--- src/hw/rtl/hdt_pkg.sv ---
// Shared types, constants and step tables for the heading and distance block.
`timescale 1ns / 1ps

package hdt_pkg;

    // Geometry and pipeline sizing
    localparam int COORD_BITS    = 16;
    localparam int CORDIC_STAGES = 16;
    localparam int TABLE_LEN     = 24;
    localparam int GUARD_BITS    = 20;
    localparam int ANG_FRAC      = 24;

    localparam int ROT_STAGES = (CORDIC_STAGES < TABLE_LEN) ? CORDIC_STAGES : TABLE_LEN;

    // CORDIC datapath: |d| << GUARD plus growth and sign
    localparam int XW = COORD_BITS + GUARD_BITS + 3;
    localparam int ZW = 27;           // signed Q.24 angle accumulator
    localparam int MW = 26;           // unsigned Q.24 angle in [0, pi]

    // Square root datapath
    localparam int SW  = 2 * COORD_BITS + 1;   // dx^2 + dy^2
    localparam int SQW = (SW + 1) / 2;         // root digits
    localparam int RW  = SW + 1;

    localparam int NCELLS = (ROT_STAGES > SQW) ? ROT_STAGES : SQW;

    // Output formats
    localparam int HEAD_BITS = 16;
    localparam int DIST_BITS = 17;
    localparam int DIST_MAX  = 131071;
    localparam int CMPW      = (COORD_BITS > DIST_BITS) ? COORD_BITS : DIST_BITS;

    localparam int PI_Q24      = 52707179;
    localparam int HALF_PI_Q24 = 26353589;
    localparam int ANG_SHIFT   = ANG_FRAC - 13;          // Q.24 -> Q2.13
    localparam int ROUND_ADD   = 1 << (ANG_FRAC - 14);

    typedef struct packed {
        logic signed [COORD_BITS-1:0] start_x;
        logic signed [COORD_BITS-1:0] start_y;
        logic signed [COORD_BITS-1:0] target_x;
        logic signed [COORD_BITS-1:0] target_y;
    } t_in_req;

    typedef struct packed {
        logic signed [HEAD_BITS-1:0] heading;
        logic [DIST_BITS-1:0]        distance;
    } t_out_req;

    typedef struct packed {
        logic dx_neg;
        logic dy_neg;
        logic ax_zero;
        logic ay_zero;
        logic sat;
    } t_flags;

    typedef struct packed {
        logic signed [XW-1:0] x;
        logic signed [XW-1:0] y;
        logic signed [ZW-1:0] z;
        logic [SW-1:0]        rem;
        logic [SW-1:0]        root;
        t_flags               flags;
    } t_cell_data;

    // Per-cell constants, fixed by the cell's place in the row
    typedef struct packed {
        logic [4:0]           shift;
        logic signed [ZW-1:0] atan;
        logic [SW-1:0]        sq_bit;
        logic                 rot_on;
        logic                 sqrt_on;
    } t_step;

    // atan(2^-i) in Q.24, rounded to nearest
    function automatic logic signed [ZW-1:0] atan_q24(input int idx);
        logic signed [ZW-1:0] v;
        case (idx)
            0:       v = ZW'(13176795);
            1:       v = ZW'(7778716);
            2:       v = ZW'(4110060);
            3:       v = ZW'(2086331);
            4:       v = ZW'(1047214);
            5:       v = ZW'(524117);
            6:       v = ZW'(262123);
            7:       v = ZW'(131069);
            8:       v = ZW'(65536);
            9:       v = ZW'(32768);
            10:      v = ZW'(16384);
            11:      v = ZW'(8192);
            12:      v = ZW'(4096);
            13:      v = ZW'(2048);
            14:      v = ZW'(1024);
            15:      v = ZW'(512);
            16:      v = ZW'(256);
            17:      v = ZW'(128);
            18:      v = ZW'(64);
            19:      v = ZW'(32);
            20:      v = ZW'(16);
            21:      v = ZW'(8);
            22:      v = ZW'(4);
            23:      v = ZW'(2);
            default: v = '0;
        endcase
        return v;
    endfunction

    function automatic t_step cell_step(input int k);
        t_step s;
        s = '0;
        if (k < ROT_STAGES) begin
            s.rot_on = 1'b1;
            s.shift  = 5'(k);
            s.atan   = atan_q24(k);
        end
        if (k < SQW) begin
            s.sqrt_on = 1'b1;
            s.sq_bit  = SW'(1) << (2 * (SQW - 1 - k));
        end
        return s;
    endfunction

endpackage

--- src/hw/rtl/hdt_back.sv ---
// Back end: angle clamp and quadrant mapping, root rounding and saturation.
`timescale 1ns / 1ps

module hdt_back (
    input  logic                 i_clk,
    input  logic                 i_rst_n,
    input  logic                 i_en,
    input  logic                 i_valid,
    input  hdt_pkg::t_cell_data  i_data,
    output logic                 o_valid,
    output hdt_pkg::t_out_req    o_resp
);

    localparam int ZW = hdt_pkg::ZW;
    localparam int MW = hdt_pkg::MW;
    localparam int SW = hdt_pkg::SW;
    localparam int RW = hdt_pkg::RW;
    localparam int HW = MW - hdt_pkg::ANG_SHIFT;

    logic [MW-1:0] z_clamp, a_sel, m_c;
    logic [MW-1:0] h_sum;
    logic [RW-1:0] root_up;

    // stage 1
    logic          r_valid_1;
    logic [MW-1:0] r_m_1;
    logic [SW-1:0] r_root_1;
    logic          r_up_1, r_dy_neg_1, r_sat_1;

    // stage 2
    logic          r_valid_2;
    logic [HW-1:0] r_hmag_2;
    logic [RW-1:0] r_root_2;
    logic          r_dy_neg_2, r_sat_2;

    // stage 3
    logic               r_valid_3;
    hdt_pkg::t_out_req  r_resp_3;

    always_comb begin
        if (i_data.z[ZW-1]) begin
            z_clamp = '0;
        end else if (i_data.z > ZW'(hdt_pkg::HALF_PI_Q24)) begin
            z_clamp = MW'(hdt_pkg::HALF_PI_Q24);
        end else begin
            z_clamp = i_data.z[MW-1:0];
        end
        // on an axis the angle is exact
        if (i_data.flags.ay_zero) begin
            a_sel = '0;
        end else if (i_data.flags.ax_zero) begin
            a_sel = MW'(hdt_pkg::HALF_PI_Q24);
        end else begin
            a_sel = z_clamp;
        end
        m_c = i_data.flags.dx_neg ? (MW'(hdt_pkg::PI_Q24) - a_sel) : a_sel;
    end

    assign h_sum   = r_m_1 + MW'(hdt_pkg::ROUND_ADD);
    assign root_up = {1'b0, r_root_1} + RW'(r_up_1);

    always_ff @(posedge i_clk) begin
        if (!i_rst_n) begin
            r_valid_1 <= 1'b0;
            r_valid_2 <= 1'b0;
            r_valid_3 <= 1'b0;
        end else if (i_en) begin
            r_valid_1 <= i_valid;
            r_valid_2 <= r_valid_1;
            r_valid_3 <= r_valid_2;
        end
    end

    always_ff @(posedge i_clk) begin
        if (i_en) begin
            r_m_1      <= m_c;
            r_root_1   <= i_data.root;
            r_up_1     <= (i_data.rem > i_data.root);   // s > root^2 + root
            r_dy_neg_1 <= i_data.flags.dy_neg;
            r_sat_1    <= i_data.flags.sat;

            r_hmag_2   <= h_sum[MW-1:hdt_pkg::ANG_SHIFT];
            r_root_2   <= root_up;
            r_dy_neg_2 <= r_dy_neg_1;
            r_sat_2    <= r_sat_1;

            r_resp_3.heading <= r_dy_neg_2 ? -hdt_pkg::HEAD_BITS'({1'b0, r_hmag_2})
                                           :  hdt_pkg::HEAD_BITS'({1'b0, r_hmag_2});
            if (r_sat_2 || (r_root_2 > RW'(hdt_pkg::DIST_MAX))) begin
                r_resp_3.distance <= hdt_pkg::DIST_BITS'(hdt_pkg::DIST_MAX);
            end else begin
                r_resp_3.distance <= r_root_2[hdt_pkg::DIST_BITS-1:0];
            end
        end
    end

    assign o_valid = r_valid_3;
    assign o_resp  = r_resp_3;

endmodule

--- config.mk ---
export PLATFORM = sky130hd
export DESIGN_NAME = hdt_back
export DESIGN_NICKNAME = d
export VERILOG_FILES = /design/src/hw/rtl/hdt_pkg.sv /design/src/hw/rtl/hdt_back.sv
export SDC_FILE = /design/constraint.sdc
export NUM_CORES = 1
export LEC_CHECK = 0
export ABC_AREA = 1
export BUFFER_PORTS_ARGS = -buffer_cell sky130_fd_sc_hd__buf_2
export CAP_MARGIN = 10
export CORE_AREA = 3 3 117 130
export CTS_CLUSTER_SIZE = 40
export DETAILED_ROUTE_END_ITERATION = 6
export DIE_AREA = 0 0 120 133
export GPL_ROUTABILITY_DRIVEN = 0
export PLACE_DENSITY = 0.86
export SLEW_MARGIN = 40
export SYNTH_ARGS = -nofsm -noshare
export SYNTH_HDL_FRONTEND = slang
export SYNTH_SLANG_ARGS = --single-unit
--- constraint.sdc ---
create_clock -name i_clk -period 3.9 [get_ports i_clk]
set_clock_uncertainty 0.15 [all_clocks]
set_input_delay 0 -clock i_clk [delete_from_list [all_inputs] [get_ports i_clk]]
set_output_delay 0 -clock i_clk [all_outputs]
set_load 0.01 [all_outputs]
==> impl_metrics.toml <==
[run_status]
outcome = "finished clean"

[setup_path]
cp.required_ns = 3.90
endpoint_kind = "flip-flop"
critPathMaxFanout = 3
setup.worst_path.class = "reg -> reg"
start_kind = "flip-flop"
worstPathArrival_ns = 2.91

[global_route]
grt-ovfl-total = 0
grt_usage = 0.217
grt_pass1_vias = 6223
antenna_found_initial = 3
grt_pass1_wl_mm = 27.9
grt_start_max_net_pins = 79

[cells_and_area]
final_area_sq_um = 10000
syn_to_final_growth_pct = 23.8
layout_commonest_cell = "nand2_1"
drive_above_1_share = 0.209
fin_cells = 1263
layout_common_cells = "nand2_1 (185), inv_1 (136), edfxtp_1 (136)"
nets = 1279

[clocking]
cts_buffers = 17
tritoncts = "yes"
cts.path.max_buffers = 2
clockRootBuffer = "clkbuf_16"
cts_sinks = 139
worstSkewPairLatency_ns = 0.41
h-tree-depth = 4
clk_pin_slew_ns = 0.06

[hold_path]
hold_class = "in -> reg"

[power]
swShare = 0.239
clkPwrFrac = 0.407
p_int_mw = 2.99
p_sw_mw = 0.937
irDropWorstVdd_uv = 259
leakage_nw = 4.42
power.density_nw_per_um2 = 391
seqPwrFrac = 0.469
pwr-share-comb = 0.124

[place]
post-dp-hpwl_mm = 11.9
dp_slack_ns = 1.10
portBuffers = 135
dp.cells = 1187
place_area_sq_um = 8990

[timing]
rsz0062_at_grt = "no"
hold_violations = 0
tightest_slew_ns = 0.690
relSlewSlack = 0.540
fmax_ghz = 0.343
fin_setup_tns_ns = 0
post-route-min-period_ns = 2.91
min_period_over_period = 0.747
report.final.setup_viol = 0
worst_slack_ns = 0.987
drv_slew = 0

[routing]
dr.pass1.iters = 5
routed_via_density = 5.09
drtIter0Drc = 404
ant_nets = 0
num_vias = 6424
drcViolationCount = 0
finalWirelength_mm = 16.7
avgRoutedWirePerCell_um = 13.2

[die]
initial_core_util = 0.582
fp.dieW_um = 120
core_sq_um = 13900
die_y_um = 133
io_pins = 214
rows = 45
dieArea_sq_um = 16000

[synth]
syn_area_sq_um = 8100
synth_area_leader_cell = "edfxtp_1"
ys_seq_area_frac = 0.512
syn_nets = 1088
yosysUniqueCellTypes = 46
synth_cells = 871
ys_warn_count = 0
synthTopCellsByArea = "edfxtp_1 (50%), nand2_1 (8.6%), inv_1 (6.3%)"
yosys.area.top_type_share = 0.504
avgSynthCellArea_sq_um = 9.30
synth_seq_cells = 139

[run]
drv_cap = 0
[metal layers]
layer  up-vias  track usage  wire length (um)
met5         -            0                16
met4         4        0.101               578
met3        52       0.0457               965
met2       218        0.379              8430
met1      2884        0.255              6730
li1       3266            -                 -
[synthesized netlist by cell type (all sizes together)]
cell type	instances
nor3b	3
nand3	59
or2	1
o211ai	1
a31oi	1
edfxtp	136
clkinv	1
xor2	41
nand4	18
xnor2	17
a21oi	30
ha	37
o21bai	1
nor2	110
or3	1
clkbuf	3
nor3	27
nor4b	1
o221ai	1
o31ai	1
nand2	197
dfxtp	3
o21a	2
nor4	7
nand3b	2
a211oi	2
o21ai	17
inv	143
buf	7
a21boi	1
[cells by family after synthesis]
| logic type | after synthesis | synth area share |
|---|---|---|
| AO/OA/AOI/OAI | 57 | 0.0392 |
| AND/OR/NAND/NOR | 426 | 0.253 |
| adder cells (fa/ha/maj) | 37 | 0.0572 |
| flip-flops | 139 | 0.512 |
| buffers and inverters | 154 | 0.0762 |
| XOR/XNOR | 58 | 0.0627 |
[layout make-up]
class	count	area, sq um
tap	188	235
timing repair buffer	182	1160
inverter	144	543
fill	1012	3880
clock inverter	14	170
sequential	139	4140
clock buffer	17	425
antenna	1	2.50
multi-input combinational	578	3350
[critical path, cell delays in order (launching register included)]
cell      delay [ns]
edfxtp_1        0.32
ha_1            0.18
ha_1            0.19
nand3_1         0.13
nor2_1          0.17
nand4_1         0.19
nor3_1          0.43
nor4b_4         0.40
nand2_1         0.19
nor4_2          0.20
xor2_1          0.10
[final timing paths]
kind                                   from  slack [ns]            to  cells after the start
worst min register to register   r_dy_neg_1        0.29    r_dy_neg_2                      0
worst max register to register  r_root_1[0]        0.99  r_root_2[32]                     10
worst min-delay path             i_data[94]        0.03     r_m_1[23]                      7
worst max-delay path            r_root_1[0]        0.99  r_root_2[32]                     10
[power groups by stage]
stage               logic, mW  registers [mW]  clock network, mW
floorplan               0.274            1.87                  0
global placement        0.429            1.86                  0
detailed placement      0.445            1.87                  0
CTS                     0.483            1.84               1.61
global route            0.554            1.85               1.70
finish                  0.487            1.84               1.60
[timing repair]
action | CTS | global route
hold endpoints to repair | 125 | 0
setup buffers | 0 | 0
gates resized for setup | 0 | 0
hold buffers | 44 | 0
[registers in the layout, indices dropped and copies added, names as in the netlist]
name,cells
r_root_2,34
o_resp,33
r_root_1,33
r_m_1,16
r_hmag_2,15
o_valid,1
r_dy_neg_1,1
r_dy_neg_2,1
r_sat_1,1
r_sat_2,1
r_up_1,1
r_valid_1,1
r_valid_2,1
[stage by stage]
step | power [mW] | hold slack [ns] | utilization
after global placement | 2.29 | 0.0274 | 0.646
after detailed placement | 2.31 | 0.0281 | 0.646
after global routing | 4.10 | 0.0709 | 0.721
final | 3.93 | 0.0274 | 0.721
after CTS | 3.93 | 0.00174 | 0.721
after floorplan | 2.14 | -0.0511 | -
(Power assumes the default switching activity.)
