$ cat src/hw/rtl/hdt_pkg.sv
// Shared types, constants and step tables for the heading and distance block.
`timescale 1ns / 1ps

package hdt_pkg;

    // Geometry and pipeline sizing
    localparam int COORD_BITS    = 16;
    localparam int CORDIC_STAGES = 16;
    localparam int TABLE_LEN     = 24;
    localparam int GUARD_BITS    = 20;
    localparam int ANG_FRAC      = 24;

    localparam int ROT_STAGES = (CORDIC_STAGES < TABLE_LEN) ? CORDIC_STAGES : TABLE_LEN;

    // CORDIC datapath: |d| << GUARD plus growth and sign
    localparam int XW = COORD_BITS + GUARD_BITS + 3;
    localparam int ZW = 27;           // signed Q.24 angle accumulator
    localparam int MW = 26;           // unsigned Q.24 angle in [0, pi]

    // Square root datapath
    localparam int SW  = 2 * COORD_BITS + 1;   // dx^2 + dy^2
    localparam int SQW = (SW + 1) / 2;         // root digits
    localparam int RW  = SW + 1;

    localparam int NCELLS = (ROT_STAGES > SQW) ? ROT_STAGES : SQW;

    // Output formats
    localparam int HEAD_BITS = 16;
    localparam int DIST_BITS = 17;
    localparam int DIST_MAX  = 131071;
    localparam int CMPW      = (COORD_BITS > DIST_BITS) ? COORD_BITS : DIST_BITS;

    localparam int PI_Q24      = 52707179;
    localparam int HALF_PI_Q24 = 26353589;
    localparam int ANG_SHIFT   = ANG_FRAC - 13;          // Q.24 -> Q2.13
    localparam int ROUND_ADD   = 1 << (ANG_FRAC - 14);

    typedef struct packed {
        logic signed [COORD_BITS-1:0] start_x;
        logic signed [COORD_BITS-1:0] start_y;
        logic signed [COORD_BITS-1:0] target_x;
        logic signed [COORD_BITS-1:0] target_y;
    } t_in_req;

    typedef struct packed {
        logic signed [HEAD_BITS-1:0] heading;
        logic [DIST_BITS-1:0]        distance;
    } t_out_req;

    typedef struct packed {
        logic dx_neg;
        logic dy_neg;
        logic ax_zero;
        logic ay_zero;
        logic sat;
    } t_flags;

    typedef struct packed {
        logic signed [XW-1:0] x;
        logic signed [XW-1:0] y;
        logic signed [ZW-1:0] z;
        logic [SW-1:0]        rem;
        logic [SW-1:0]        root;
        t_flags               flags;
    } t_cell_data;

    // Per-cell constants, fixed by the cell's place in the row
    typedef struct packed {
        logic [4:0]           shift;
        logic signed [ZW-1:0] atan;
        logic [SW-1:0]        sq_bit;
        logic                 rot_on;
        logic                 sqrt_on;
    } t_step;

    // atan(2^-i) in Q.24, rounded to nearest
    function automatic logic signed [ZW-1:0] atan_q24(input int idx);
        logic signed [ZW-1:0] v;
        case (idx)
            0:       v = ZW'(13176795);
            1:       v = ZW'(7778716);
            2:       v = ZW'(4110060);
            3:       v = ZW'(2086331);
            4:       v = ZW'(1047214);
            5:       v = ZW'(524117);
            6:       v = ZW'(262123);
            7:       v = ZW'(131069);
            8:       v = ZW'(65536);
            9:       v = ZW'(32768);
            10:      v = ZW'(16384);
            11:      v = ZW'(8192);
            12:      v = ZW'(4096);
            13:      v = ZW'(2048);
            14:      v = ZW'(1024);
            15:      v = ZW'(512);
            16:      v = ZW'(256);
            17:      v = ZW'(128);
            18:      v = ZW'(64);
            19:      v = ZW'(32);
            20:      v = ZW'(16);
            21:      v = ZW'(8);
            22:      v = ZW'(4);
            23:      v = ZW'(2);
            default: v = '0;
        endcase
        return v;
    endfunction

    function automatic t_step cell_step(input int k);
        t_step s;
        s = '0;
        if (k < ROT_STAGES) begin
            s.rot_on = 1'b1;
            s.shift  = 5'(k);
            s.atan   = atan_q24(k);
        end
        if (k < SQW) begin
            s.sqrt_on = 1'b1;
            s.sq_bit  = SW'(1) << (2 * (SQW - 1 - k));
        end
        return s;
    endfunction

endpackage

$ cat src/hw/rtl/hdt_front.sv
// Front end: differences, magnitudes, squares and cell-row seed values.
`timescale 1ns / 1ps

module hdt_front (
    input  logic                 i_clk,
    input  logic                 i_rst_n,
    input  logic                 i_en,
    input  logic                 i_valid,
    input  hdt_pkg::t_in_req     i_req,
    output logic                 o_valid,
    output hdt_pkg::t_cell_data  o_data
);

    localparam int CB = hdt_pkg::COORD_BITS;

    // stage A: |dx|, |dy| and flags
    logic signed [CB:0] dx, dy;
    logic [CB-1:0]      ax_c, ay_c;
    logic               r_valid_a;
    logic [CB-1:0]      r_ax_a, r_ay_a;
    hdt_pkg::t_flags    r_flags_a;

    // stage B: squares
    logic               r_valid_b;
    logic [CB-1:0]      r_ax_b, r_ay_b;
    logic [2*CB-1:0]    r_sqx_b, r_sqy_b;
    hdt_pkg::t_flags    r_flags_b;

    // stage C: seed
    logic               r_valid_c;
    hdt_pkg::t_cell_data r_data_c;

    logic [hdt_pkg::XW-1:0] x_seed, y_seed;

    assign dx = {i_req.target_x[CB-1], i_req.target_x} - {i_req.start_x[CB-1], i_req.start_x};
    assign dy = {i_req.target_y[CB-1], i_req.target_y} - {i_req.start_y[CB-1], i_req.start_y};

    always_comb begin
        logic [CB:0] nx, ny;
        nx   = dx[CB] ? (-dx) : dx;
        ny   = dy[CB] ? (-dy) : dy;
        ax_c = nx[CB-1:0];
        ay_c = ny[CB-1:0];
    end

    assign x_seed = hdt_pkg::XW'(r_ax_b) << hdt_pkg::GUARD_BITS;
    assign y_seed = hdt_pkg::XW'(r_ay_b) << hdt_pkg::GUARD_BITS;

    always_ff @(posedge i_clk) begin
        if (!i_rst_n) begin
            r_valid_a <= 1'b0;
            r_valid_b <= 1'b0;
            r_valid_c <= 1'b0;
        end else if (i_en) begin
            r_valid_a <= i_valid;
            r_valid_b <= r_valid_a;
            r_valid_c <= r_valid_b;
        end
    end

    always_ff @(posedge i_clk) begin
        if (i_en) begin
            r_ax_a            <= ax_c;
            r_ay_a            <= ay_c;
            r_flags_a.dx_neg  <= dx[CB];
            r_flags_a.dy_neg  <= dy[CB];
            r_flags_a.ax_zero <= (ax_c == '0);
            r_flags_a.ay_zero <= (ay_c == '0);
            r_flags_a.sat     <= (hdt_pkg::CMPW'(ax_c) > hdt_pkg::CMPW'(hdt_pkg::DIST_MAX))
                              || (hdt_pkg::CMPW'(ay_c) > hdt_pkg::CMPW'(hdt_pkg::DIST_MAX));

            r_ax_b    <= r_ax_a;
            r_ay_b    <= r_ay_a;
            r_sqx_b   <= r_ax_a * r_ax_a;
            r_sqy_b   <= r_ay_a * r_ay_a;
            r_flags_b <= r_flags_a;

            r_data_c.x     <= signed'(x_seed);
            r_data_c.y     <= signed'(y_seed);
            r_data_c.z     <= '0;
            r_data_c.rem   <= {1'b0, r_sqx_b} + {1'b0, r_sqy_b};
            r_data_c.root  <= '0;
            r_data_c.flags <= r_flags_b;
        end
    end

    assign o_valid = r_valid_c;
    assign o_data  = r_data_c;

endmodule

$ cat config.mk
export PLATFORM = sky130hd
export DESIGN_NAME = hdt_front
export DESIGN_NICKNAME = d
export VERILOG_FILES = /design/src/hw/rtl/hdt_pkg.sv /design/src/hw/rtl/hdt_front.sv
export SDC_FILE = /design/constraint.sdc
export NUM_CORES = 1
export LEC_CHECK = 0
export ABC_AREA = 1
export BUFFER_PORTS_ARGS = -buffer_cell sky130_fd_sc_hd__buf_2
export CORE_ASPECT_RATIO = 0.8
export CORE_UTILIZATION = 47
export CTS_BUF_LIST = sky130_fd_sc_hd__clkbuf_8
export CTS_CLUSTER_SIZE = 14
export DETAILED_ROUTE_END_ITERATION = 8
export PLACE_DENSITY = 0.66
export SLEW_MARGIN = 20
export SYNTH_ARGS = -nofsm -noshare
export SYNTH_HDL_FRONTEND = slang
export SYNTH_SLANG_ARGS = --single-unit
$ cat constraint.sdc
create_clock -name i_clk -period 7.3 [get_ports i_clk]
set_input_delay 0 -clock i_clk [delete_from_list [all_inputs] [get_ports i_clk]]
set_output_delay 0 -clock i_clk [all_outputs]
set_load 0.02 [all_outputs]
==> reports/metrics.cfg <==
[synthesis]
synth_cell_types = 49
synth_area_leaders = fa_1, edfxtp_1, ha_1, inv_1, nand2_1
yosysWarnings = 0
postSynthCellCount = 3030
synth_top_cell_area_share = 0.248
ys_seq_area_frac = 0.232
ys_ff_latch = 204
synth_top_cell_by_area = fa_1
avgSynthCellArea_um2 = 8.67
synth_area_um2 = 26300

[sta]
skew_ns = 0.0405
fin_crit_ns = 6.40
finalCritPeriodShare = 0.877
tns_ns = 0
clock.fmax_ghz = 0.156
slew_violations = 0
max_slew_margin = 0.400
rsz0062_at_grt = no
tightest_slew_ns = 0.900
setup_violations = 0
finalHoldViolCount = 0
whs_ns = 0.0512

[die]
std_cell_rows = 77
ios = 245
start_util = 0.476
fp.dieW_um = 266
die-area_um2 = 56900
die_y_um = 214
core_um2 = 55200

[clock_network]
clockRootBuffer = clkbuf_8
path_clk_slew_ns = 0.06
cts_num_sinks = 204
cts_buffers = 38
cts_tree = yes
cts_setup_buffers = 0
h-tree-depth = 2
clk_latency_ns = 0.61
cts_buffer_depth = 3
cts-hold-fix-buffers = 10
post_cts_resize_count = 0

[layout]
finalNonFillerCells = 3932
finalNetCount = 3814
fillCellCount = 5245
drive_above_1_share = 0.0842
stdcell_area_um2 = 28200
diodes = 0
area_growth_syn_to_layout_pct = 7.23

[min_path]
hold_path.class = input port to register
hp-start = i_req[46]
whs_path_depth = 7

[critical_path]
setup.worst_path.end_class = register
crit_start = r_ay_a[11]
path_common_cell = fa_1
r2r.worst_path.cells = 20
path_cells = nand2_1, fa_1, inv_1, fa_1, fa_1, fa_1, fa_1, inv_1, fa_1, inv_1, ha_1, nand2_1, nor2_1, inv_1, nor3_1, nand2_1, o211ai_1, a31oi_1, o21bai_1, xor2_1
cp_data_required_time_ns = 7.62
cp.arrival_ns = 6.72
critPathKind = register to register
reg2reg_slack_ns = 0.90
critPathLaunchType = register
crit_fanout = 18
cp_slowest_cell = edfxtp_1
rr_startpoint = r_ay_a[11]
max_stage_delay_ns = 0.92

[job]
maxCapViolCount = 0

[drt]
vias = 18800
viasPerCell = 4.77
ant_nets = 0
first_iter_violations = 1193
drc = 0
wirelength_um = 53300
wl_per_cell_um = 13.5
firstDrtPassIters = 5

[place]
placed_cell_area_um2 = 27300
dp.cells = 3855
io_buffers = 137
gp_congestion = 0.890
place_hpwl_um = 43200

[global_route]
antenna_found_initial = 0
track_usage = 0.197
grt_max_degree = 89
grt_pass1_wl_um = 89900
grt_pass1_vias = 18600
grt-ovfl-total = 0

[run_status]
status = complete, no violations

synthesized netlist by cell type (all sizes together):
cell type  number
xor2           72
and2            4
o2111ai         2
nor2          127
nand3         107
o211ai          4
clkbuf         60
a21o           12
nand2         642
dfxtp           3
a21oi         126
xnor2          41
o21a            4
fa            326
a41o            1
ha            265
o21bai         10
nor3           14
inv           779
buf           112
o221a           1
or2             3
o31ai           1
o21ai          55
nand3b         11
a211oi          1
nor4            4
o221ai          2
a31oi           6
conb            1
a21boi          8
edfxtp        201
nand4          21
a31o            4
stage by stage:
step            util  worst slack (ns)
6_report       0.511             0.901
5_1_grt        0.511             0.560
4_1_cts        0.511             0.957
3_5_place_dp   0.494             0.996
3_3_place_gp   0.494              1.06
2_1_floorplan      -              1.56
kinds of logic (layout without fill, tap and decap cells):
family	count (synthesis)	in the layout	share of synthesized area
buffers and inverters	951	997	0.152
and+or+nand+nor	933	933	0.152
adders and majority gates	591	591	0.374
AOI/OAI and AO/OA	237	237	0.0514
DFF	204	204	0.232
xor gates and xnor gates	113	113	0.0377
other	1	107	0.000143
cell usage in the layout, fill, tap and decap left out, types with 11 or more instances in the layout:
cell type / Yosys / routed
inv_1: 771 / 779
nand2_1: 617 / 617
fa_1: 326 / 326
ha_1: 265 / 265
edfxtp_1: 201 / 201
buf_2: 1 / 136
a21oi_1: 122 / 122
nor2_1: 114 / 114
conb_1: 1 / 107
nand3_1: 96 / 96
xor2_1: 72 / 72
o21ai_0: 50 / 50
clkbuf_8: 0 / 42
xnor2_1: 41 / 41
nand4_1: 21 / 21
nand2_2: 17 / 17
a21o_1: 12 / 12
nor3_1: 12 / 12
nand3b_1: 11 / 11
routing by layer:
layer,part of all wire,track usage,up-vias,routed length (um)
met5,0,0,-,0
met4,0.014,0.0406,0,752
met3,0.059,0.0340,44,3150
met2,0.43,0.301,450,22700
met1,0.50,0.292,8968,26600
li1,-,-,9294,-
critical path: cells and delay by family, from the launching register on:
| family | cells | cell delay [ns] |
|---|---|---|
| fa+ha+maj | 7 | 3.34 |
| flops | 1 | 0.92 |
| compound gates | 3 | 0.82 |
| simple gates | 5 | 0.79 |
| buf+inv | 4 | 0.19 |
| xor+xnor | 1 | 0.08 |
registers in the layout, summed over array words and instances, names as in the netlist:
register / count
r_ax_a: 16
o_valid: 1
r_valid_b: 1
r_ay_a: 16
r_ay_b: 16
r_ax_b: 16
r_flags_a: 4
r_valid_a: 1
r_sqy_b: 30
r_sqx_b: 30
o_data: 69
r_flags_b: 4
final timing paths:
kind | end
worst max register to register | r_sqy_b[28]
worst min-delay path | r_ay_a[15]
worst min register to register | o_data[160]
worst max-delay path | r_sqy_b[28]
cell type report:
| cell class | count | area, um^2 | share of cell area |
|---|---|---|---|
| clock buffers | 41 | 564 | 0.0200 |
| clock inverters | 26 | 251 | 0.00892 |
| inverters | 779 | 2920 | 0.104 |
| multi-input cells | 1981 | 16600 | 0.588 |
| flip-flops and latches | 204 | 6100 | 0.216 |
| well taps | 750 | 938 | 0.0333 |
| repair buffers | 151 | 825 | 0.0293 |
Power is not shown: default switching activity piles up to over one toggle a cycle in this logic, so the estimate is an artifact.
